--- config.mk ---
export PLATFORM = sky130hd
export DESIGN_NAME = rptm_front
export DESIGN_NICKNAME = d
export VERILOG_FILES = /design/src/radix_page_table_manager_core_assert.svh /design/src/rptm_pkg.sv /design/src/rptm_front.sv
export SDC_FILE = /design/constraint.sdc
export NUM_CORES = 1
export LEC_CHECK = 0
export ABC_CLOCK_PERIOD_IN_PS = 7900
export BUFFER_PORTS_ARGS = -buffer_cell sky130_fd_sc_hd__buf_2
export CAP_MARGIN = 20
export CORE_ASPECT_RATIO = 1.25
export CORE_MARGIN = 4
export CORE_UTILIZATION = 52
export CTS_CLUSTER_SIZE = 10
export DETAILED_ROUTE_END_ITERATION = 6
export PLACE_DENSITY = 0.77
export SYNTH_ARGS = -nofsm -noshare
export SYNTH_HDL_FRONTEND = slang
export SYNTH_SLANG_ARGS = --single-unit
--- constraint.sdc ---
create_clock -name clk -period 7.9 [get_ports clk]
set_input_delay 1.58 -clock clk [delete_from_list [all_inputs] [get_ports clk]]
set_output_delay 1.58 -clock clk [all_outputs]
set_load 0.05 [all_outputs]
--- src/radix_page_table_manager_core_assert.svh ---
// Assertion macros for the page table manager. Each use names its own label.
`ifndef RADIX_PAGE_TABLE_MANAGER_CORE_ASSERT_SVH
`define RADIX_PAGE_TABLE_MANAGER_CORE_ASSERT_SVH
`ifndef SYNTH
`define RPTM_ASSERT_ALWAYS(lbl, cond) \
  lbl: assert property (@(posedge clk) disable iff (rst) (cond)) \
    else $error("rptm check failed");
`define RPTM_ASSERT_IMPLY(lbl, ante, cons) \
  lbl: assert property (@(posedge clk) disable iff (rst) (ante) |-> (cons)) \
    else $error("rptm check failed");
`else
`define RPTM_ASSERT_ALWAYS(lbl, cond)
`define RPTM_ASSERT_IMPLY(lbl, ante, cons)
`endif
`endif

--- src/rptm_pkg.sv ---
`timescale 1ns / 1ps
package rptm_pkg;

  localparam int NODE_COUNT_DEF = 64;
  localparam int LEVELS_DEF     = 4;
  localparam int NODE_ENTRIES   = 512;
  localparam int IDX_W          = 9;
  localparam int PAGE_SHIFT     = 12;
  localparam int ADDR_W         = 48;
  localparam int ENTRY_W        = 40;
  localparam int VAL_W          = 36;
  localparam int LIVE_W         = 10;
  localparam int VA_EXT_W       = 72;

  // Result status codes.
  localparam logic [2:0] ST_OK       = 3'd0;
  localparam logic [2:0] ST_NOTFOUND = 3'd1;
  localparam logic [2:0] ST_MISALIGN = 3'd2;
  localparam logic [2:0] ST_CONFLICT = 3'd3;
  localparam logic [2:0] ST_NONODE   = 3'd4;

  // Input command codes.
  localparam logic [1:0] CMD_INSERT = 2'd0;
  localparam logic [1:0] CMD_REMOVE = 2'd1;
  localparam logic [1:0] CMD_XLATE  = 2'd2;

  typedef enum logic [1:0] {
    OP_INSERT = 2'd0,
    OP_REMOVE = 2'd1,
    OP_XLATE  = 2'd2,
    OP_REJECT = 2'd3
  } op_t;

  typedef struct packed {
    logic [1:0]        cmd;
    logic [ADDR_W-1:0] virt_addr;
    logic [ADDR_W-1:0] phys_addr;
    logic [15:0]       space_id;
    logic              page_size;
    logic [1:0]        page_flags;
  } req_t;

  typedef struct packed {
    logic [2:0]        status;
    logic [ADDR_W-1:0] result_addr;
    logic [1:0]        result_flags;
    logic [15:0]       result_space_id;
    logic              result_size;
    logic [ADDR_W-1:0] entry_addr;
  } rsp_t;

  // Classified item handed from the front to the back.
  typedef struct packed {
    op_t               op;
    logic [2:0]        status;
    logic [ADDR_W-1:0] virt_addr;
    logic [ADDR_W-1:0] phys_addr;
    logic [15:0]       space_id;
    logic              page_size;
    logic [1:0]        page_flags;
  } work_t;

  // Status of the back towards the front.
  typedef struct packed {
    logic clearing;
    logic take;
  } back_stat_t;

endpackage

--- src/rptm_front.sv ---
`timescale 1ns / 1ps
module rptm_front (
  input  logic                clk,
  input  logic                rst,
  input  logic                push,
  output logic                full,
  input  rptm_pkg::req_t      request,
  input  rptm_pkg::back_stat_t bstat,
  output logic                wvalid,
  output rptm_pkg::work_t     witem
);
  import rptm_pkg::*;

  work_t      q [2];
  logic       wr_ptr;
  logic       rd_ptr;
  logic [1:0] count;
  work_t      cls;
  logic       enq;
  logic       deq;
  logic       misal;

  // Classify the incoming item: reject unknown commands and misaligned inserts.
  always_comb begin
    misal = request.page_size
          ? ((request.virt_addr[20:0] != '0) || (request.phys_addr[20:0] != '0))
          : ((request.virt_addr[11:0] != '0) || (request.phys_addr[11:0] != '0));
    cls.virt_addr  = request.virt_addr;
    cls.phys_addr  = request.phys_addr;
    cls.space_id   = request.space_id;
    cls.page_size  = request.page_size;
    cls.page_flags = request.page_flags;
    cls.status     = ST_OK;
    unique case (request.cmd)
      CMD_INSERT: begin
        cls.op = misal ? OP_REJECT : OP_INSERT;
        cls.status = misal ? ST_MISALIGN : ST_OK;
      end
      CMD_REMOVE: cls.op = OP_REMOVE;
      CMD_XLATE:  cls.op = OP_XLATE;
      default: begin
        cls.op = OP_REJECT;
        cls.status = ST_NOTFOUND;
      end
    endcase
  end

  assign full   = (count == 2'd2) || bstat.clearing;
  assign enq    = push && !full;
  assign wvalid = (count != 2'd0);
  assign witem  = q[rd_ptr];
  assign deq    = bstat.take && wvalid;

  // Two-entry queue between the classifier and the walker.
  always_ff @(posedge clk) begin
    if (enq) begin
      q[wr_ptr] <= cls;
    end
    if (rst) begin
      wr_ptr <= 1'b0;
      rd_ptr <= 1'b0;
      count  <= 2'd0;
    end else begin
      if (enq) begin
        wr_ptr <= !wr_ptr;
      end
      if (deq) begin
        rd_ptr <= !rd_ptr;
      end
      count <= count + {1'b0, enq} - {1'b0, deq};
    end
  end

endmodule

# Word-level counts from Yosys, hierarchy flattened
# Memories as Yosys holds them, arrays and structs flattened. A register that Yosys moved wholly into a read port is not among the register bits.
# Cells that the tools add are included.
# Widths: inputs -> output; s select.
[classes]
n_addsub = 2
eq_ne = 3
muxes = 9
reduce_logical = 15
[op_table]
columns = ["op", "n"]
rows = [
  ["$reduce_bool 21->1", 2],
  ["$reduce_bool 12->1", 2],
  ["$pmux 2 s3", 1],
  ["$mux 1", 5],
  ["$eq 2x2->1 const B", 2],
  ["$mux 2", 2],
  ["$pmux 2 s2", 1],
  ["$logic_not 1->1", 3],
  ["$logic_or 1x1->1", 3],
  ["$add 2x1->2", 1],
  ["$eq 2x1->1 const B", 1],
  ["$logic_and 1x1->1", 2],
  ["$logic_not 2->1", 1],
  ["$reduce_bool 2->1", 1],
  ["$reduce_or 2->1", 1],
  ["$sub 2x1->2", 1],
]
[totals]
regBits = 4
mem_bits_rw = 238
inputBits = 122
output_inout_bits = 122
word_cells = 33
mem_count = 1
[memory_table]
columns = ["name", "depth", "word_bits", "rd", "rd_clocked_by_memory_dff", "wr", "line_no", "text"]
rows = [
  ["q", 2, 119, 1, 1, 1, "rptm_front.sv:14", "work_t q [2];"],
]

# Depth between registers and ports, before layout
# Gate-level depths: netlist (run 1).
[logic_depth]
depth_word = 6
depth_mapped = 8
mapped_depth_nobuf = 8

# Least setup slack after synthesis (run 1)
# OpenSTA, ideal clock, no wires.
[synth_path]
kind = "input -> register"
from = "in bstat[1] in the netlist's numbering"
to = "mem q[0][0] in the netlist's numbering (enable)"
arrival_time_ps = 6770
slack_ps = 531
stages = 3
n_path_buf = 0
cell_sequence = "inv_1 -> o211ai_1 -> nor2_1"
[synth_via]
elab_chain_len = 5
[synth_lines]
columns = ["item", "line_no", "text"]
rows = [
  ["start: declaration", "rptm_front.sv:8", "input rptm_pkg::back_stat_t bstat,"],
  ["$logic_or 1x1->1", "rptm_front.sv:48", "assign full = (count == 2'd2) || bstat.clearing;"],
  ["$logic_not 1->1", "rptm_front.sv:49", "assign enq = push && !full;"],
  ["$logic_and 1x1->1", "rptm_front.sv:49", ""],
  ["$mux 1", "rptm_front.sv:56", "if (enq) begin"],
  ["$mux 1 (not written as such)", "rptm_front.sv:57", "q[wr_ptr] <= cls;"],
  ["end: declaration", "rptm_front.sv:14", ""],
]
# Every way passes these cells.

==> results of run 1 <==
==> cells by family (layout without fill, tap and decap cells) <==
kind of cell	after synthesis	after routing	synth area share (%)
XOR/XNOR	4	4	0.391
AND/OR/NAND/NOR	30	30	1.96
multiplexers	119	119	15.0
AO/OA/AOI/OAI	6	6	0.447
adder cells (fa/ha/maj)	2	2	0.279
other	1	2	0.0419
flip-flops	243	243	80.9
buffers and inverters	20	295	1.05
==> worst reg2reg max path: stages (launching register included) <==
cell                       delay [ns]
sky130_fd_sc_hd__dfxtp_1         0.31
sky130_fd_sc_hd__inv_1           0.10
sky130_fd_sc_hd__o211ai_1        0.31
sky130_fd_sc_hd__nor2_4          0.18
sky130_fd_sc_hd__buf_4           0.70
==> cell type report <==
type | count | share of cell area [%]
diodes | 1 | 0.0223
clock buffers | 41 | 6.87
clock inverters | 1 | 0.0781
inverters | 6 | 0.201
multi-input cells | 162 | 14.6
flip-flops and latches | 243 | 64.7
well taps | 220 | 2.45
repair buffers | 247 | 11.1
==> power by group <==
part           switching (mW)  total, mW  internal (mW)  leakage [nW]
sequential             0.0727       1.60           1.53          2.22
clock                   0.433       1.10          0.663         0.376
combinational           0.858       1.20          0.345          1.51
total                    1.36       3.90           2.54          4.11
==> routing by layer <==
layer / vias to the layer above / track usage (%) / share of wire (%)
met5: - / 0 / 0.12
met4: 4 / 5.17 / 1.6
met3: 25 / 4.97 / 6.9
met2: 168 / 33.5 / 55
met1: 2347 / 20.1 / 36
li1: 2218 / - / -
==> sequential cells by signal, summed over array words and instances (netlist names), named ones only <==
name    count
rd_ptr      1
count       2
q         238
wr_ptr      1
==> worst paths after layout <==
path	from	endpoint	slack, ns	cells past startpoint
worst min register to register	rd_ptr	flop	0.54	2
worst min-delay path	rd_ptr	flop	0.54	2
worst max register to register	count[1]	q[1][39]	5.84	4
worst max-delay path	flop	witem[27]	3.51	3
==> synthesized netlist by cell type <==
master / number / area (um2)
sky130_fd_sc_hd__a221oi_1: 2 / 17.5
sky130_fd_sc_hd__and2_1: 1 / 6.26
sky130_fd_sc_hd__buf_2: 12 / 60.1
sky130_fd_sc_hd__buf_4: 1 / 7.51
sky130_fd_sc_hd__clkbuf_1: 1 / 3.75
sky130_fd_sc_hd__conb_1: 1 / 3.75
sky130_fd_sc_hd__dfxtp_1: 5 / 100
sky130_fd_sc_hd__edfxtp_1: 238 / 7150
sky130_fd_sc_hd__ha_1: 2 / 25.0
sky130_fd_sc_hd__inv_1: 6 / 22.5
sky130_fd_sc_hd__mux2_2: 119 / 1340
sky130_fd_sc_hd__nand2_1: 2 / 7.51
sky130_fd_sc_hd__nand3_1: 1 / 5.00
sky130_fd_sc_hd__nand4_1: 1 / 6.26
sky130_fd_sc_hd__nor2_1: 8 / 30.0
sky130_fd_sc_hd__nor2b_1: 1 / 6.26
sky130_fd_sc_hd__nor3_1: 2 / 10.0
sky130_fd_sc_hd__nor4_1: 11 / 68.8
sky130_fd_sc_hd__nor4_4: 1 / 21.3
sky130_fd_sc_hd__o211ai_1: 1 / 7.51
sky130_fd_sc_hd__o21ai_0: 2 / 10.0
sky130_fd_sc_hd__o21ai_1: 1 / 5.00
sky130_fd_sc_hd__or2_2: 1 / 6.26
sky130_fd_sc_hd__or4_1: 1 / 7.51
sky130_fd_sc_hd__xnor2_1: 4 / 35.0
==> flow_summary.yaml, run 1 <==
drt:
  route.final.wire_length_mm: 17.8
  drt-vias-per-instance: 5.17
  routed_wire_length_per_instance_um: 19.3
  route.antenna.remaining_nets: 0
  dr.first_iter.drc_count: 306
  drc: 0
  drt_pre_antenna_iters: 4
  count_of_vias_placed_by_the_detailed_router: 4762
clock_tree:
  cts_hold_buffers: 0
  cts_root_buffer: "sky130_fd_sc_hd__clkbuf_16"
  tritoncts.num_buffers: 28
  clkSlewWorstSetupHoldPaths_ns: 0.05
  insertion_delay_ns: 0.51
  cts_resized: 0
  post-cts-setup-buffer-count: 0
  count_of_h_tree_levels_built_during_cts: 1
  cts_tree: "built"
  cts.sink_count: 243
  clock_path_buffers: 3
global_route:
  vias_in_the_first_global_route: 5335
  grt_max_degree: 68
  grt-ovfl-total: 0
  all_layer_gr_usage_pct: 18.0
  antenna_found_initial: 3
  grt_pass1_wl_mm: 27.4
worst_setup_path:
  cp-start-kind: "flop"
  worst_path_max_delay_cell: "sky130_fd_sc_hd__dfxtp_4"
  setup.worst_path.class: "reg -> out"
  cp_cell_sequence: "buf_4 -> mux2_2 -> buf_2"
  critPathTopFamily: "flip-flops"
  crit_required_ns: 6.32
  count_of_buffering_cells_on_the_critical_path_with_inverters_included: 2
  critical_path_arrival_ns: 2.81
  worst_path_largest_cell_delay_ns: 0.92
  critical_path.max_fanout: 67
  cp-end-kind: "output port"
timing:
  setup_slack_ns: 3.51
  achievable-frequency_mhz: 228
  timing.final.hold_violations: 0
  finalHoldWorstSlack_ns: 0.535
  post-route-min-period_ns: 4.39
  slew_viol_final: 0
  skew_final_ns: 0.0109
  max_slew_margin_pct: 39.6
  rsz0062_at_grt: "false"
  worst-slew-pin-transition_ns: 0.906
  fin_setup_tns_ns: 0
  final-setup-viol-count: 0
  final_min_period_over_clock_period_pct: 55.6
placement:
  post-place-cells: 878
  detailedPlace.worstSlack_ns: 3.97
  placed_cell_area_um2: 10400
  gp_congestion: 0.775
  hpwlAfterDp_mm: 12.3
  port_buffers: 242
power:
  total_power_of_the_final_layout_mw: 3.90
  ir_worst_vdd_v: 0.000223
  leakage_nw: 4.11
  power_density_nw_per_um2: 348
logic_synthesis:
  ys_types: 25
  ys_seq_elements: 243
  synth_fp_nets: 549
  seq_area_frac_synth_pct: 80.9
  yosys_warnings: 0
  syn_std_cell_area_um2: 8960
  post_synth_inst_count: 425
  postSynthAreaPerCell_um2: 21.1
final_layout:
  drive_above_1_share_pct: 57.3
  layout.nets: 812
  postLayoutCellArea_um2: 11200
  fillers: 1163
  most_common_library_cell_in_the_layout_ignoring_fill_and_taps: "sky130_fd_sc_hd__buf_2"
  final_standard_cell_utilization_of_the_core_pct: 66.6
  flow.area_growth_from_synthesis_pct: 25.2
  multi_input_comb_area_um2: 1630
  final_cell_mix: "sky130_fd_sc_hd__buf_2 (242), sky130_fd_sc_hd__edfxtp_1 (238), sky130_fd_sc_hd__mux2_2 (119)"
  regArea_um2: 7250
  final_cells: 921
die:
  fp.coreArea_um2: 16800
  effective_utilization_at_floorplan_pct: 53.2
  fp-row-count: 53
  die_height_um: 155
  design.die.area_um2: 19400
  boundaryPins: 244
  die_w_um: 125
job:
  timing.max_cap.violations: 0
worst_hold_path:
  min-delay-path-class: "reg -> reg"
status:
  run_status: "complete, no violations"
(Power assumes the default switching activity.)
==> inputs of run 2 (changes only) <==
- ABC_CLOCK_PERIOD_IN_PS: 7900 -> 4400
- clock period: 7.9 -> 4.4 ns (I/O delays scaled with it)
==> run 2 against run 1 <==
Against the previous run: combinational power is 83% higher; core utilization increased by 0.14 points; first-iteration DRC count fell by 16%; via count barely moved; flip-flop and latch count stayed put; highest routed layer unchanged.
==> flow_summary.yaml, run 2 (synthesis gave the netlist of run 1 again) <==
final_layout:
  postLayoutCellArea_um2: 11200
  flow.area_growth_from_synthesis_pct: 25.4
  regMostFlops: "q"
  largestRegisters: "q (238), count (2)"
  final_cell_mix: "sky130_fd_sc_hd__buf_2 (242), sky130_fd_sc_hd__edfxtp_1 (238), sky130_fd_sc_hd__mux2_2 (119)"
  drive_above_1_share_pct: 57.3
  largest_reg_flops: 238
  layout.nets: 812
  most_common_library_cell_in_the_layout_ignoring_fill_and_taps: "sky130_fd_sc_hd__buf_2"
  fillers: 1191
  final_standard_cell_utilization_of_the_core_pct: 66.7
  final_cells: 921
die:
  die_height_um: 155
  boundaryPins: 244
  effective_utilization_at_floorplan_pct: 53.2
  fp.coreArea_um2: 16800
  die_w_um: 125
  fp-row-count: 53
  design.die.area_um2: 19400
timing:
  post-route-min-period_ns: 3.29
  final_min_period_over_clock_period_pct: 74.9
  final-setup-viol-count: 0
  max_slew_margin_pct: 38.6
  fin_setup_tns_ns: 0
  setup_slack_ns: 1.11
  rsz0062_at_grt: "false"
  worst-slew-pin-transition_ns: 0.921
  slew_viol_final: 0
  skew_final_ns: 0.0107
  achievable-frequency_mhz: 304
  finalHoldWorstSlack_ns: 0.521
  timing.final.hold_violations: 0
placement:
  detailedPlace.worstSlack_ns: 1.51
  port_buffers: 242
  placed_cell_area_um2: 10500
  post-place-cells: 878
  hpwlAfterDp_mm: 12.1
  gp_congestion: 0.766
global_route:
  all_layer_gr_usage_pct: 17.6
  grt_max_degree: 76
  grt-ovfl-total: 0
  vias_in_the_first_global_route: 5092
  antenna_found_initial: 5
  grt_pass1_wl_mm: 27.0
worst_hold_path:
  worstHoldPathCells: 2
  min-delay-path-class: "reg -> reg"
  hold_end: "rd_ptr"
  min-delay-start: "rd_ptr"
clock_tree:
  post-cts-setup-buffer-count: 0
  cts_root_buffer: "sky130_fd_sc_hd__clkbuf_16"
  insertion_delay_ns: 0.51
  cts_tree: "built"
  count_of_h_tree_levels_built_during_cts: 1
  cts.sink_count: 243
  cts_resized: 0
  clock_path_buffers: 3
  clkSlewWorstSetupHoldPaths_ns: 0.05
  tritoncts.num_buffers: 28
  cts_hold_buffers: 0
worst_setup_path:
  critPathTopFamily: "flip-flops"
  cp_cell_sequence: "buf_12 -> mux2_2 -> buf_2"
  worst_path_largest_cell_delay_ns: 0.81
  worst_reg2reg_endpoint: "q[0][95]"
  worstRegToRegCells: 4
  cp-end-kind: "output port"
  setup.worst_path.class: "reg -> out"
  crit_required_ns: 3.52
  count_of_buffering_cells_on_the_critical_path_with_inverters_included: 2
  critical_path_arrival_ns: 2.41
  cp-start-kind: "flop"
  regToRegStartpoint: "count[1]"
  critical_path.max_fanout: 67
  setup.reg_to_reg.worst_slack_ns: 2.14
  worst_path_max_delay_cell: "sky130_fd_sc_hd__dfxtp_4"
drt:
  drc: 0
  route.antenna.remaining_nets: 0
  routed_wire_length_per_instance_um: 19.1
  dr.first_iter.drc_count: 257
  count_of_vias_placed_by_the_detailed_router: 4765
  drt_pre_antenna_iters: 4
  drt-vias-per-instance: 5.17
  route.final.wire_length_mm: 17.6
power:
  ir_worst_vdd_v: 0.000362
  power_density_nw_per_um2: 625
  leakage_nw: 4.11
  total_power_of_the_final_layout_mw: 7.02
status:
  run_status: "complete, no violations"
job:
  timing.max_cap.violations: 0
-- run 2: cell count changes in the layout (fill, tap and decap cells not counted) --
cell,before,now
sky130_fd_sc_hd__buf_12,0,2
sky130_fd_sc_hd__buf_4,5,3
sky130_fd_sc_hd__clkinvlp_4,0,1
sky130_fd_sc_hd__inv_6,1,0
-- run 2: metal layers --
layer	up-vias	routed length, um	global-route usage [%]
li1	2217	-	-
met1	2315	6470	21.0
met2	178	9180	30.8
met3	47	1460	5.60
met4	8	456	5.27
met5	-	55	0
-- run 2: worst max-delay path by stage --
stage / slack [ns] / from / cells after the start / endpoint
after floorplan: -0.29 / bstat[1] / 3 / q[1][0]
after global placement: 1.59 / bstat[1] / 5 / q[0][87]
after detailed placement: 1.51 / bstat[1] / 5 / q[0][94]
after CTS: 1.03 / flop / 3 / witem[31]
after global routing: 0.97 / flop / 3 / witem[34]
final: 1.11 / flop / 3 / witem[34]
-- run 2: final cells by class --
class	instances	area, um2	area share (%)
flip-flops and latches	243	7250	64.5
multi-input cells	162	1630	14.5
repair buffers	247	1270	11.3
clock buffers	41	771	6.86
well taps	220	275	2.45
inverters	6	22.5	0.200
clock inverters	1	7.51	0.0668
diodes	1	2.50	0.0223
-- run 2: power by group --
part | total [mW] | switching, mW | internal (mW)
clock | 1.96 | 0.776 | 1.19
combinational | 2.20 | 1.57 | 0.629
sequential | 2.86 | 0.113 | 2.75
total | 7.02 | 2.46 | 4.56
-- run 2: worst min-delay path, stage by stage (launching register included) --
cell,delay [ns]
sky130_fd_sc_hd__dfxtp_1,0.32
sky130_fd_sc_hd__xnor2_1,0.09
sky130_fd_sc_hd__nor2_1,0.08
==> inputs of run 3 (changes only) <==
- ABC_CLOCK_PERIOD_IN_PS: 4400 -> 2800
- CORE_UTILIZATION: 52 -> 47
- PLACE_DENSITY: 0.77 -> 0.74
- clock period: 4.4 -> 2.8 ns (I/O delays scaled with it)
==> run 3 against run 2 <==
Against the previous run: combinational power is 61% higher; design area increased by 0.67%; non-clock buffer count rose by 1; critical endpoint is now witem[72]; die area up 10%; register-to-register slack worse by 1.4 ns; sequential power rose by 55%; sequential share of layout area is 0.43 points lower; global-route usage is 1.5 points lower; final cell count increased by 1.2%; flip-flop and latch count stayed put.
==> flow_summary.yaml, run 3 (synthesis gave the netlist of run 1 again) <==
power:
  switching_part_of_the_total_pct: 35.1
  total_power_of_the_final_layout_mw: 11.1
  clock_power_share_pct: 28.4
  seqPwrFrac_pct: 39.7
  leakage_nw: 4.13
  power.share.combinational_pct: 31.9
  ir_worst_vdd_v: 0.00110
  internal-power_mw: 7.23
  power_density_nw_per_um2: 985
  power_switching_mw: 3.91
global_route:
  grt-ovfl-total: 0
  grt_pass1_wl_mm: 27.7
  antenna_found_initial: 2
  grt_max_degree: 100
  all_layer_gr_usage_pct: 16.2
  vias_in_the_first_global_route: 5261
timing:
  skew_final_ns: 0.00933
  final-setup-viol-count: 0
  slew_viol_final: 0
  final_min_period_over_clock_period_pct: 93.8
  finalHoldWorstSlack_ns: 0.223
  worst-slew-pin-transition_ns: 0.667
  achievable-frequency_mhz: 381
  timing.final.hold_violations: 0
  max_slew_margin_pct: 55.4
  rsz0062_at_grt: "false"
  setup_slack_ns: 0.175
  post-route-min-period_ns: 2.63
die:
  effective_utilization_at_floorplan_pct: 47.7
  die_w_um: 131
  fp-row-count: 56
  boundaryPins: 244
  die_height_um: 162
  fp.coreArea_um2: 18800
  design.die.area_um2: 21400
drt:
  drc: 0
  count_of_vias_placed_by_the_detailed_router: 4797
  dr.first_iter.drc_count: 217
  drt-vias-per-instance: 5.15
  routed_wire_length_per_instance_um: 19.2
  route.final.wire_length_mm: 17.9
  route.antenna.remaining_nets: 0
  drt_pre_antenna_iters: 4
final_layout:
  final_standard_cell_utilization_of_the_core_pct: 60.2
  flow.area_growth_from_synthesis_pct: 26.3
  multi_input_comb_area_um2: 1630
  number_of_antenna_diodes: 0
  layout.nets: 813
  most_common_library_cell_in_the_layout_ignoring_fill_and_taps: "sky130_fd_sc_hd__buf_2"
  regMostFlops: "q"
  regArea_um2: 7250
  drive_above_1_share_pct: 57.6
  final_cell_mix: "sky130_fd_sc_hd__buf_2 (242), sky130_fd_sc_hd__edfxtp_1 (238), sky130_fd_sc_hd__mux2_2 (119)"
  largest_reg_flops: 238
  fillers: 1397
  largestRegisters: "q (238), count (2)"
worst_setup_path:
  setup.worst_path.class: "reg -> out"
  cp_cell_sequence: "buf_12 -> mux2_2 -> buf_2"
  cp-start-kind: "flop"
  crit_required_ns: 2.24
  worst_path_largest_cell_delay_ns: 0.55
  cp-end-kind: "output port"
  critical_path.max_fanout: 58
  worst_path_max_delay_cell: "sky130_fd_sc_hd__dfxtp_4"
  critical_path_arrival_ns: 2.07
status:
  run_status: "complete, no violations"
clock_tree:
  cts_hold_buffers: 0
  cts_resized: 0
  tritoncts.num_buffers: 28
  cts_tree: "built"
  clock_path_buffers: 3
  count_of_h_tree_levels_built_during_cts: 1
  clkSlewWorstSetupHoldPaths_ns: 0.05
  post-cts-setup-buffer-count: 0
  insertion_delay_ns: 0.52
  cts.sink_count: 243
  cts_root_buffer: "sky130_fd_sc_hd__clkbuf_16"
job:
  timing.max_cap.violations: 0
worst_hold_path:
  min-delay-path-class: "in -> reg"
placement:
  hpwlAfterDp_mm: 12.1
  port_buffers: 242
  gp_congestion: 0.783
  detailedPlace.worstSlack_ns: 0.602
==> run 3: path summary, 6_finish.rpt <==
path / start / to / slack, ns / cells past startpoint
worst min register to register: rd_ptr / rd_ptr / 0.52 / 2
worst max register to register: count[1] / count[1] / 0.74 / 8
worst min-delay path: request[98] / q[1][98] / 0.22 / 1
worst max-delay path: flop / witem[72] / 0.17 / 3
==> run 3: final cells by class <==
class	count	area share, %
multi-input combinational	162	14.4
sequential	243	64.1
clock buffer	38	6.53
tap	232	2.57
inverter	6	0.265
clock inverter	3	0.442
timing repair buffer	248	11.7
==> run 3: power groups by stage <==
stage | registers (mW) | logic (mW) | clock network, mW
CTS | 4.43 | 3.59 | 3.26
global placement | 4.48 | 3.54 | 0
finish | 4.43 | 3.55 | 3.16
detailed placement | 4.50 | 3.57 | 0
global route | 4.45 | 3.71 | 3.41
floorplan | 4.44 | 2.82 | 0
==> run 3: worst max-delay path: cells and delay by family (launching register included) <==
family,cells,cell delay [ns]
buffers and inverters,2,0.55
muxes,1,0.40
DFF,1,0.55
==> run 3: through the flow <==
step,cells,cell area [um2],setup TNS [ns]
2_1_floorplan,425,8980,-64.57
3_3_place_gp,891,10500,0
3_5_place_dp,891,10500,0
4_1_cts,932,11300,0
5_1_grt,932,11300,0
6_report,932,11300,0
==> run 3: per-layer routing <==
metal	vias up	GRT usage, %	share of wire [%]
met5	-	0	0.12
met4	4	5.01	2.4
met3	40	5.22	8.0
met2	178	29.6	53
met1	2358	18.0	36
li1	2217	-	-
